File: src/hdl/psm_pkg.sv
// shared constants, codes, types and range helpers of the p-code stack machine
package psm_pkg;

    // machine sizes
    localparam int STACK_DEPTH   = 1024;
    localparam int PROGRAM_DEPTH = 512;
    localparam int MAX_LEVEL     = 15;
    localparam int WORD_WIDTH    = 32;

    // field and index widths
    localparam int WW     = WORD_WIDTH;
    localparam int ARG_W  = 32;
    localparam int OP_W   = 3;
    localparam int LV_W   = 4;
    localparam int ACT_W  = 2;
    localparam int ERR_W  = 3;
    localparam int LA_W   = 9;
    localparam int SA_W   = $clog2(STACK_DEPTH);
    localparam int PA_W   = $clog2(PROGRAM_DEPTH);
    localparam int PC_W   = PA_W + 1;
    localparam int LC_W   = $clog2(MAX_LEVEL + 1);
    localparam int IX_W   = ((WW > ARG_W) ? WW : ARG_W) + 2;
    localparam int UOP_W  = 4;

    localparam logic signed [IX_W-1:0] STACK_LIM = IX_W'(STACK_DEPTH);
    localparam logic signed [IX_W-1:0] PROG_LIM  = IX_W'(PROGRAM_DEPTH);

    // item actions
    localparam logic [ACT_W-1:0] ACT_LOAD    = 2'd0;
    localparam logic [ACT_W-1:0] ACT_STEP    = 2'd1;
    localparam logic [ACT_W-1:0] ACT_RESTART = 2'd2;

    // opcodes
    localparam logic [OP_W-1:0] OP_LIT = 3'd0;
    localparam logic [OP_W-1:0] OP_OPR = 3'd1;
    localparam logic [OP_W-1:0] OP_LOD = 3'd2;
    localparam logic [OP_W-1:0] OP_STO = 3'd3;
    localparam logic [OP_W-1:0] OP_CAL = 3'd4;
    localparam logic [OP_W-1:0] OP_INT = 3'd5;
    localparam logic [OP_W-1:0] OP_JMP = 3'd6;
    localparam logic [OP_W-1:0] OP_JPC = 3'd7;

    // opr subfunctions
    localparam int OPR_RTN = 0;
    localparam int OPR_NEG = 1;
    localparam int OPR_ADD = 2;
    localparam int OPR_SUB = 3;
    localparam int OPR_MUL = 4;
    localparam int OPR_DIV = 5;
    localparam int OPR_ODD = 6;
    localparam int OPR_MOD = 7;
    localparam int OPR_EQL = 8;
    localparam int OPR_NEQ = 9;
    localparam int OPR_LSS = 10;
    localparam int OPR_GEQ = 11;
    localparam int OPR_GTR = 12;
    localparam int OPR_LEQ = 13;

    // error codes
    localparam logic [ERR_W-1:0] ERR_NONE   = 3'd0;
    localparam logic [ERR_W-1:0] ERR_OP     = 3'd1;
    localparam logic [ERR_W-1:0] ERR_DIV0   = 3'd2;
    localparam logic [ERR_W-1:0] ERR_STACK  = 3'd3;
    localparam logic [ERR_W-1:0] ERR_PROG   = 3'd4;

    // micro-operation codes, also the controller state codes
    localparam logic [UOP_W-1:0] UOP_CLEAR   = 4'd0;
    localparam logic [UOP_W-1:0] UOP_IDLE    = 4'd1;
    localparam logic [UOP_W-1:0] UOP_DECODE  = 4'd2;
    localparam logic [UOP_W-1:0] UOP_EXEC    = 4'd3;
    localparam logic [UOP_W-1:0] UOP_WALK_RD = 4'd4;
    localparam logic [UOP_W-1:0] UOP_WALK_LD = 4'd5;
    localparam logic [UOP_W-1:0] UOP_WALKED  = 4'd6;
    localparam logic [UOP_W-1:0] UOP_RD_A    = 4'd7;
    localparam logic [UOP_W-1:0] UOP_RD_B    = 4'd8;
    localparam logic [UOP_W-1:0] UOP_OPER    = 4'd9;
    localparam logic [UOP_W-1:0] UOP_DIV     = 4'd10;
    localparam logic [UOP_W-1:0] UOP_WR_A    = 4'd11;
    localparam logic [UOP_W-1:0] UOP_WR_B    = 4'd12;
    localparam logic [UOP_W-1:0] UOP_TOP_RD  = 4'd13;
    localparam logic [UOP_W-1:0] UOP_DONE    = 4'd14;

    typedef struct packed {
        logic [ACT_W-1:0]        action;
        logic [LA_W-1:0]         load_address;
        logic [OP_W-1:0]         load_op;
        logic [LV_W-1:0]         load_level;
        logic signed [ARG_W-1:0] load_argument;
    } in_t;

    typedef struct packed {
        logic [OP_W-1:0]         executed_op;
        logic [LV_W-1:0]         executed_level;
        logic signed [ARG_W-1:0] executed_argument;
        logic [SA_W-1:0]         top_index;
        logic [PA_W-1:0]         next_counter;
        logic [SA_W-1:0]         base_index;
        logic signed [WW-1:0]    top_value;
        logic                    halted;
        logic [ERR_W-1:0]        error_code;
    } out_t;

    typedef struct packed {
        logic [OP_W-1:0]         op;
        logic [LV_W-1:0]         level;
        logic signed [ARG_W-1:0] arg;
    } instr_t;

    localparam int PROG_W = $bits(instr_t);

    typedef struct packed {
        logic             take;
        logic [UOP_W-1:0] uop;
    } cmd_t;

    typedef struct packed {
        logic            run;
        logic            fail;
        logic            walk_zero;
        logic            clr_last;
        logic            div_done;
        logic            out_free;
        logic            divop;
        logic [OP_W-1:0] op;
    } stat_t;

    function automatic logic in_stack(input logic signed [IX_W-1:0] v);
        return (v >= 0) && (v < STACK_LIM);
    endfunction

    function automatic logic in_prog(input logic signed [IX_W-1:0] v);
        return (v >= 0) && (v < PROG_LIM);
    endfunction

endpackage

File: src/hdl/psm_ctrl.sv
// controller state machine sequencing the datapath micro-operations
module psm_ctrl (
    input  logic           clk,
    input  logic           rst_n,
    input  logic           in_valid,
    output logic           in_ready,
    input  psm_pkg::stat_t st,
    output psm_pkg::cmd_t  cmd
);
    import psm_pkg::*;

    localparam logic [UOP_W-1:0] S_CLEAR   = UOP_CLEAR;
    localparam logic [UOP_W-1:0] S_IDLE    = UOP_IDLE;
    localparam logic [UOP_W-1:0] S_DECODE  = UOP_DECODE;
    localparam logic [UOP_W-1:0] S_EXEC    = UOP_EXEC;
    localparam logic [UOP_W-1:0] S_WALK_RD = UOP_WALK_RD;
    localparam logic [UOP_W-1:0] S_WALK_LD = UOP_WALK_LD;
    localparam logic [UOP_W-1:0] S_WALKED  = UOP_WALKED;
    localparam logic [UOP_W-1:0] S_RD_A    = UOP_RD_A;
    localparam logic [UOP_W-1:0] S_RD_B    = UOP_RD_B;
    localparam logic [UOP_W-1:0] S_OPER    = UOP_OPER;
    localparam logic [UOP_W-1:0] S_DIV     = UOP_DIV;
    localparam logic [UOP_W-1:0] S_WR_A    = UOP_WR_A;
    localparam logic [UOP_W-1:0] S_WR_B    = UOP_WR_B;
    localparam logic [UOP_W-1:0] S_TOP_RD  = UOP_TOP_RD;
    localparam logic [UOP_W-1:0] S_DONE    = UOP_DONE;

    logic [UOP_W-1:0] state_reg, state_next;

    // next-state logic
    always_comb
    begin
        state_next = state_reg;
        unique case (state_reg)
            S_CLEAR:   state_next = st.clr_last ? S_IDLE : S_CLEAR;
            S_IDLE:    state_next = in_valid ? S_DECODE : S_IDLE;
            S_DECODE:  state_next = st.run ? S_EXEC : S_TOP_RD;
            S_EXEC:
            begin
                unique case (st.op)
                    OP_OPR, OP_JPC: state_next = st.fail ? S_TOP_RD : S_RD_A;
                    OP_LOD, OP_STO, OP_CAL: state_next = S_WALK_RD;
                    default: state_next = S_TOP_RD;
                endcase
            end
            S_WALK_RD:
            begin
                priority if (st.walk_zero)
                    state_next = S_WALKED;
                else if (st.fail)
                    state_next = S_TOP_RD;
                else
                    state_next = S_WALK_LD;
            end
            S_WALK_LD: state_next = S_WALK_RD;
            S_WALKED:  state_next = st.fail ? S_TOP_RD : S_WR_A;
            S_RD_A:    state_next = S_RD_B;
            S_RD_B:    state_next = S_OPER;
            S_OPER:    state_next = (st.op == OP_OPR && st.divop) ? S_DIV : S_TOP_RD;
            S_DIV:     state_next = st.div_done ? S_TOP_RD : S_DIV;
            S_WR_A:    state_next = (st.op == OP_STO) ? S_TOP_RD : S_WR_B;
            S_WR_B:    state_next = S_TOP_RD;
            S_TOP_RD:  state_next = S_DONE;
            S_DONE:    state_next = st.out_free ? S_IDLE : S_DONE;
            default:   state_next = S_IDLE;
        endcase
    end

    always_ff @(posedge clk or negedge rst_n)
    begin
        if (!rst_n)
        begin
            state_reg <= S_CLEAR;
        end
        else
        begin
            state_reg <= state_next;
        end
    end

    assign in_ready = (state_reg == S_IDLE);
    assign cmd.take = (state_reg == S_IDLE) && in_valid;
    assign cmd.uop  = state_reg;

endmodule

File: config.mk
export PLATFORM = sky130hd
export DESIGN_NAME = psm_ctrl
export DESIGN_NICKNAME = d
export VERILOG_FILES = /design/src/hdl/psm_pkg.sv /design/src/hdl/psm_ctrl.sv
export SDC_FILE = /design/constraint.sdc
export NUM_CORES = 1
export LEC_CHECK = 0
export BUFFER_PORTS_ARGS = -buffer_cell sky130_fd_sc_hd__buf_4
export CORE_AREA = 2 2 39 41
export CTS_CLUSTER_DIAMETER = 200
export DETAILED_ROUTE_END_ITERATION = 12
export DIE_AREA = 0 0 41 43
export GPL_ROUTABILITY_DRIVEN = 0
export GPL_TIMING_DRIVEN = 0
export PLACE_DENSITY = 0.66
export SLEW_MARGIN = 20
export SYNTH_ARGS = -nofsm -noshare
export SYNTH_HDL_FRONTEND = slang
export SYNTH_SLANG_ARGS = --single-unit
File: constraint.sdc
create_clock -name clk -period 1.3 [get_ports clk]
set_clock_uncertainty 0.15 [all_clocks]
set_input_delay 0.26 -clock clk [delete_from_list [all_inputs] [get_ports clk]]
set_output_delay 0.26 -clock clk [all_outputs]
set_load 0.01 [all_outputs]
==> results of run 1 <==
cells in the mapped netlist:
cell	count
a31oi_1	3
and3_1	1
nand3b_1	2
nand4_1	1
nor2_4	1
nand2_1	5
nor2_1	4
inv_1	4
nand3_1	2
buf_6	1
a221o_1	1
nand4bb_2	1
clkbuf_4	1
and4_2	1
nand3b_2	1
o22a_1	1
and2_1	1
o211ai_1	2
a2111o_1	1
o32a_1	1
a211oi_1	1
o21ai_0	7
or3_1	2
buf_2	1
or2b_1	2
and4bb_1	1
buf_4	1
mux2i_1	2
dfrtp_1	4
nand2b_1	4
nor2b_1	1
a21oi_1	4
inv_2	1
a211oi_2	1
o2bb2ai_1	1
final cells by class:
type / instances / area, um2
fillers: 116 / 492
flip-flops and latches: 4 / 103
multi-input cells: 55 / 410
inverters: 5 / 18.8
clock buffers: 3 / 22.5
well taps: 16 / 20.0
repair buffers: 32 / 274
plain buffers: 4 / 43.8
worst max-delay path, cell delays in order, from the launching register on:
cell and delay, ns:
dfrtp_2 0.40, buf_6 0.12, nor2_4 0.10, and3_4 0.18, and2_4 0.13, buf_6 0.09
through the flow:
stage	util	setup slack, ns
final	0.645	-0.364
after detailed placement	0.506	-0.248
after CTS	0.623	-0.369
after global placement	0.506	-0.255
after global routing	0.645	-0.418
after floorplan	-	-0.165
worst max-delay path by stage:
stage	startpoint	to	slack [ns]	depth (start not counted)
2_1_floorplan	state_reg[1]$_DFF_PN0_	cmd[4]	-0.17	4
3_3_place_gp	state_reg[3]$_DFF_PN0_	cmd[4]	-0.25	5
3_5_place_dp	state_reg[3]$_DFF_PN0_	cmd[4]	-0.25	5
4_1_cts	state_reg[3]$_DFF_PN0_	cmd[4]	-0.37	5
5_1_grt	state_reg[1]$_DFF_PN0_	cmd[4]	-0.42	5
6_report	state_reg[3]$_DFF_PN0_	cmd[4]	-0.36	5
metal layers:
metal | vias up | track usage | wire length [um]
li1 | 329 | - | -
met1 | 316 | 0.293 | 764
met2 | 17 | 0.341 | 888
met3 | 2 | 0.0524 | 53
met4 | 0 | 0.0800 | 8
met5 | - | 0 | 0
cells by family after synthesis:
group	after synthesis	share of synthesized area
AOI/OAI and AO/OA	23	0.300
buffers and inverters	9	0.0952
DFF	4	0.190
muxes	2	0.0381
and+or+nand+nor	30	0.376
power by group:
| part | total, uW | switching [uW] | internal (uW) | leakage (uW) |
|---|---|---|---|---|
| combinational | 1690 | 781 | 909 | 0.000359 |
| clock | 160 | 56.4 | 104 | 0.0000138 |
| sequential | 248 | 48.4 | 200 | 0.0000456 |
| total | 2100 | 886 | 1210 | 0.000418 |
timing repair:
action                                  4_1_cts  5_1_grt
cloned                                        1        0
hold buffers                                  1        0
resized for setup                            14        4
endpoints found under the hold margin         4        0
setup buffers                                 9        4
endpoints found under the setup margin        6       10
pin swaps                                     6        4
==> results.md, run 1 <==
- Mapped cell area: between 500 and 600 um2
- Clock Sinks: 4
- Yosys cell types: 35
- Final Max Slew Viols: 0
- DP Cell Count: 102
- Tot GR Track Use: 0.223
- Static leakage: 0.000418 uW
- WL per Instance: roughly 14 um
- Root buffer cell: clkbuf_4
- Drt first pass iters: 4
- Setup crit end kind: output pin
- Area post-placement: between 700 and 800 um2
- Num CTS Buffers: 3
- GRT overflow: 0
- Cell accounting for the most synthesized area: dfrtp_1
- Maximum vdd drop: 1.31 mV
- Req. time, crit path: about 0.89 ns
- Slew HR: 0.846
- Hold endpoint: state_reg[3]$_DFF_PN0_
- Largest net degree at the start of global routing: 11
- Initial antenna violation count: 0
- Clock Path Buffers: 2
- Die Wd: roughly 40 um
- Final Setup Violations: 9
- Synth warn: 0
- Number of synthesized register bits: 4
- Post-route insts no fill: ~120
- Core area: 1380 um2
- P per Cell Area: around 2400 nW/um2
- Crit-path max FO: 2
- Post-route setup TNS: -2.06 ns
- Fin nets: around 120
- Most common cell after layout, fill and taps aside: buf_4
- Worst-path clk slew: 0.03 ns
- Final period util: 1.28
- Latest clock arrival within the worst-skew pair: 0.24 ns
- RSZ-0062 raised after global routing: yes
- Hold Crit Depth: 3
- Area growth from synthesis to layout: 69.8%
- Worst R2R Start: state_reg[2]$_DFF_PN0_
- Hold Fails Final Rpt: 0
- Vias in the first global route: 606
- WP data arrival: between 1 and 1.5 ns
- Cells after Synth: 68
- Minimum clock period: approximately 1.7 ns
- ANT cells: 0
- Type of origin of the critical path: flop
- Post-DP HPWL: between 1 and 1.5 mm
- Total chip power: between 2000 and 2500 uW
- Highest clock rate: 601 MHz
- Seq/Total Area, Yosys: 0.190
- R2r setup slk: -0.30 ns
- Final Cell Area: between 800 and 900 um2
- H-tree Lvls: 1
- Layout cells sized above 1: 0.515
- Hold path start: st[0]
- Failing checks: negative setup slack
- Vias after detailed routing: 664
- Type of the worst min-delay path: in2reg
- Die height: about 43 um
- R2R depth: 6
- Post-synth top area share: 0.190
- Setup ws final: -0.364 ns
- Port buffer count: 18
- Status: complete, but fails checks
- Remaining antenna violation count: 0
- Iter 0 DRT Violations: 23
- Synth Area per Inst: about 7.7 um2
- Max reg flops: 4
- Commonest cells after routing, fill and taps aside: buf_4, buf_6, nand2_1, o21ai_0
- DR vias/cell: roughly 5.6
- Top cells by area, synth: dfrtp_1, o21ai_0, nand2b_1, a21oi_1, mux2i_1
- Synth Net Count: between 80 and 90
- Cell Rows: 14
- Ports: 19
- CTS tree: done
- Slew @ Worst Pin: 0.228 ns
- Residual DRC: 0
- Global-route wire length before repair: ~2.7 mm
- Maxcap violations: 0
- R2r endpoint: state_reg[3]$_DFF_PN0_
- Starting density of the core: 0.380
- Hold Worst Slack: just under 0.2 ns
- Crit Path Category: reg2out
- Total die area: 1760 um2
- Final WL: 1.72 mm
Note: power is estimated with default switching activity, not from simulation.
==> run 2: changes to the inputs <==
- PLACE_DENSITY: 0.66 -> 0.64
- clock period: 1.3 -> 2.15 ns (I/O delays scaled with it)
==> run 2 against run 1 <==
The flow now finishes without violations. Worst setup slack improved by 0.50 ns. Sequential share of layout area up 2.5 points. Register-to-register slack better by 0.87 ns. Critical path depth did not move. Hold slack gained 0.17 ns. Utilization down 13 points. Clock-buffer cell count stayed put. Die area unchanged. Non-clock buffer count fell by 13. Highest routed layer is now met3.
==> results.md, run 2 (synthesis gave the netlist of run 1 again) <==
- Num CTS Buffers: 3
- Latest clock arrival within the worst-skew pair: between 0.2 and 0.25 ns
- Port buffer count: 18
- Final Cell Area: between 700 and 800 um2
- Delay-heaviest family, CP: flip-flops
- Remaining antenna violation count: 0
- Status: completed
- Core area: 1380 um2
- ANT cells: 0
- Initial antenna violation count: 0
- Maximum vdd drop: roughly 0.77 mV
- Root buffer cell: clkbuf_4
- Crit-path max FO: 10
- Vias in the first global route: approximately 530
- Hold Fails Final Rpt: 0
- Area post-placement: between 600 and 700 um2
- Crit Path Category: reg2out
- H-tree Lvls: 1
- Setup crit end kind: output pin
- Post-route setup TNS: 0 ns
- P per Cell Area: around 1300 nW/um2
- Type of the worst min-delay path: in2async
- Worst-path clk slew: 0.04 ns
- Req. time, crit path: 1.57 ns
- Worst path cell trace: buf_6 > nor2_4 > and3_1 > and2_1 > buf_4
- Max reg flops: 4
- Minimum clock period: 2.01 ns
- Die height: between 40 and 50 um
- Largest net degree at the start of global routing: 11
- Post-DP HPWL: 1.04 mm
- Fin nets: between 100 and 150
- Static leakage: ~0.00033 uW
- Ports: 19
- Cell Rows: 14
- Hold_buf cts: 1
- Residual DRC: 0
- Post-layout util: 0.515
- Final Max Slew Viols: 0
- Final Setup Violations: 0
- Final period util: 0.937
- Starting density of the core: 0.380
- Layout cells sized above 1: 0.344
- Commonest cells after routing, fill and taps aside: buf_4, o21ai_0, nand2_1
- Multi-input combinational cell area: roughly 380 um2
- Area growth from synthesis to layout: 35.7%
- Clock Sinks: 4
- Postcts setup bufs: 0
- Highest clock rate: 496 MHz
- Fillcell total: 146
- WP buf/inv: 2
- Post-cts sizing count: 0
- Die Wd: between 40 and 50 um
- Iter 0 DRT Violations: 11
- WL per Instance: 12.2 um
- DR vias/cell: 5.54
- GRT overflow: 0
- Slew HR: 0.821
- Drt first pass iters: 4
- Total die area: roughly 1800 um2
- Maxcap violations: 0
- Most common cell after layout, fill and taps aside: buf_4
- Clock Path Buffers: 2
- Vias after detailed routing: about 590
- Register cell area after layout: approximately 100 um2
- Slew @ Worst Pin: roughly 0.27 ns
- Type of origin of the critical path: flop
- CP peak stage delay: about 0.48 ns
- Tot GR Track Use: 0.178
- RSZ-0062 raised after global routing: no
- Final WL: ~1.3 mm
- WP data arrival: 1.43 ns
- Global-route wire length before repair: roughly 2.2 mm
- Slowest cell on crit path: dfrtp_1
- CTS tree: done
## run 2: changes by cell type in the layout (fill, tap and decap cells not counted), sizes merged
cell,previous run,this run
buf,34,21
## run 2: path summary, 6_finish.rpt
path	cells past startpoint	start	slack, ns	end
worst min-delay path	2	rst_n	0.37	state_reg[1]$_DFF_PN0_
max in group asynchronous	2	rst_n	1.37	state_reg[3]$_DFF_PN0_
worst min register to register	2	state_reg[1]$_DFF_PN0_	0.50	state_reg[1]$_DFF_PN0_
worst max register to register	4	state_reg[2]$_DFF_PN0_	0.57	state_reg[0]$_DFF_PN0_
worst max-delay path	5	state_reg[3]$_DFF_PN0_	0.14	cmd[4]
min in group clk	3	st[0]	0.37	state_reg[3]$_DFF_PN0_
## run 2: report_power, final
group	total (uW)	internal, uW	switching, uW	leakage, uW
combinational	633	313	320	0.000265
clock	90.1	62.2	27.8	0.0000138
sequential	175	117	57.8	0.0000475
total	898	492	406	0.000327
## run 2: layout make-up
| type | instances | share of cell area |
|---|---|---|
| timing repair buffer | 19 | 0.204 |
| buffer | 4 | 0.0439 |
| multi-input combinational | 55 | 0.526 |
| tap | 16 | 0.0281 |
| clock buffer | 3 | 0.0316 |
| inverter | 5 | 0.0263 |
| sequential | 4 | 0.140 |
## run 2: worst register-to-register path, stage by stage (launching register included)
cell	delay (ns)
dfrtp_1	0.43
buf_4	0.19
a211oi_2	0.21
a211oi_1	0.07
a2111o_1	0.39
## run 2: routing by layer
| metal | share of wire | global-route usage | vias to the layer above | wire length [um] |
|---|---|---|---|---|
| met2 | 0.48 | 0.266 | 19 | 628 |
| li1 | - | - | 299 | - |
| met3 | 0.062 | 0.0471 | 0 | 80 |
| met4 | 0 | 0.0200 | 0 | 0 |
| met1 | 0.45 | 0.260 | 269 | 587 |
| met5 | 0 | 0 | - | 0 |
## run 2: metrics by stage
step / std cells / power (uW) / setup WS [ns] / hold WS, ns
floorplan: 68 / 619 / 0.448 / -0.0156
global placement: 102 / 817 / 0.365 / 0.0756
detailed placement: 102 / 806 / 0.380 / 0.0778
CTS: 106 / 905 / 0.130 / 0.363
global route: 106 / 997 / 0.0584 / 0.365
finish: 106 / 898 / 0.135 / 0.366
==> run 3: changes to the inputs <==
- REMOVE_ABC_BUFFERS: default -> 1
==> run 3 against run 2 <==
Power shrank 6.0%. Largest cell class unchanged. Register-to-register slack lost 0.11 ns. Cell area shrank 4.2%. Critical path depth shrank 1. Clock power grew 2%. First-iteration DRC count shrank 45%. Cell count shrank 3.8%. Critical path type unchanged.
==> results.md, run 3 (synthesis gave the netlist of run 1 again) <==
- Maximum vdd drop: 0.336 mV
- Ports: 19
- Total die area: ~1800 um2
- Sw Ratio: 0.470
- RSZ-0062 raised after global routing: no
- Hold Fails Final Rpt: 0
- Largest net degree at the start of global routing: 18
- Clock Sinks: 4
- Post-route setup TNS: 0 ns
- Die Wd: between 40 and 50 um
- Post-DP HPWL: around 990 um
- Type of the worst min-delay path: in2async
- Maxcap violations: 0
- Static leakage: between 0.0003 and 0.0004 uW
- ANT cells: 0
- Worst-path clk slew: 0.04 ns
- Fillcell total: around 150
- CTS tree: done
- Residual DRC: 0
- Max reg flops: 4
- WL per Instance: between 10 and 15 um
- Final Max Slew Viols: 0
- GRT overflow: 0
- CP peak stage delay: ~0.6 ns
- Vias in the first global route: around 540
- Core area: ~1400 um2
- Seq pwr share: 0.323
- Layout cells sized above 1: 0.326
- Fin nets: around 100
- Clock Power Share: 0.109
- Cell Rows: 14
- Highest clock rate: between 500 and 600 MHz
- Final WL: 1.30 mm
- Int Pwr: roughly 450 uW
- Drt first pass iters: 4
- Slew @ Worst Pin: 0.442 ns
- Gate power share: 0.568
- H-tree Lvls: 1
- Delay-heaviest family, CP: flip-flops
- Worst path cell trace: nor2_4 > and3_1 > and2_1 > buf_4
- Req. time, crit path: ~1.6 ns
- Vias after detailed routing: roughly 570
- R2r setup slk: 0.46 ns
- Remaining antenna violation count: 0
- Post-layout util: 0.494
- Initial antenna violation count: 0
- Port buffer count: 18
- Latest clock arrival within the worst-skew pair: between 0.2 and 0.25 ns
- Final Setup Violations: 0
- Area growth from synthesis to layout: 30.0%
- Final period util: 0.926
- Global-route wire length before repair: 2.20 mm
- Setup crit end kind: output pin
- Minimum clock period: between 1.5 and 2 ns
- Switch Pwr: approximately 400 uW
- Iter 0 DRT Violations: 6
- Starting density of the core: 0.380
- Clock Path Buffers: 2
- DR vias/cell: 5.63
- Root buffer cell: clkbuf_4
- WP data arrival: roughly 1.4 ns
- Tot GR Track Use: 0.178
- Type of origin of the critical path: flop
- Die height: 43 um
- Crit-path max FO: 12
- Slew HR: 0.705
- Status: completed
- Slowest cell on crit path: dfrtp_1
- P per Cell Area: 1240 nW/um2
- Commonest cells after routing, fill and taps aside: buf_4, o21ai_0, nand2_1
- Most common cell after layout, fill and taps aside: buf_4
- Num CTS Buffers: 3
- WP buf/inv: 1
- Crit Path Category: reg2out
run 3: cell types whose count changed in the layout (fill, tap and decap cells not counted), sizes merged:
cell    delta
clkbuf     -1
buf        -3
run 3: stage by stage:
stage | hold slack [ns] | area [um2] | power [uW] | setup slack, ns | std cells
after detailed placement | 0.0782 | 649 | 751 | 0.274 | 98
final | 0.378 | 683 | 845 | 0.158 | 102
after floorplan | -0.0156 | 494 | 565 | 0.447 | 64
after CTS | 0.373 | 682 | 849 | 0.0634 | 102
after global routing | 0.398 | 683 | 926 | 0.0519 | 102
after global placement | 0.0755 | 649 | 751 | 0.295 | 98
run 3: layer usage:
layer / routed length, um / vias up / GRT usage
met4: 0 / 0 / 0.0867
met2: 686 / 12 / 0.278
li1: - / 293 / -
met5: 0 / - / 0
met3: 52 / 0 / 0.0157
met1: 559 / 269 / 0.232
run 3: worst paths after layout:
kind                                   startpoint                     end  cells past startpoint
max                        state_reg[1]$_DFF_PN0_                  cmd[4]                      4
min                                         rst_n  state_reg[2]$_DFF_PN0_                      2
max reg2reg                state_reg[3]$_DFF_PN0_  state_reg[0]$_DFF_PN0_                      4
min reg2reg                state_reg[2]$_DFF_PN0_  state_reg[1]$_DFF_PN0_                      2
max in group asynchronous                   rst_n  state_reg[3]$_DFF_PN0_                      2
min in group clk                            st[0]  state_reg[3]$_DFF_PN0_                      3
run 3: power by group through the flow:
stage	logic, uW	clock network (uW)	registers (uW)
2_1_floorplan	315	0	250
3_3_place_gp	479	0	272
3_5_place_dp	478	0	273
4_1_cts	482	95.7	272
5_1_grt	536	97.4	293
6_report	480	91.9	273
run 3: area by class of cell:
cell class | instances | area (um2) | share of cell area
Sequential cell | 4 | 101 | 0.148
Timing Repair Buffer | 19 | 145 | 0.212
Clock buffer | 3 | 22.5 | 0.0330
Multi-Input combinational cell | 55 | 375 | 0.549
Tap cell | 16 | 20.0 | 0.0293
Inverter | 5 | 18.8 | 0.0275
run 3: worst register-to-register path, cell delays in order (launching register included):
cell	delay, ns
dfrtp_2	0.55
inv_1	0.16
a211oi_2	0.21
a211oi_1	0.07
a2111o_1	0.41
run 3: what timing repair did:
item | 4_1_cts | 5_1_grt
gates resized for setup | 0 | 1
endpoints found under the setup margin | 0 | 1
hold buffers | 1 | 0
setup buffers | 0 | 0
hold endpoints to repair | 4 | 0
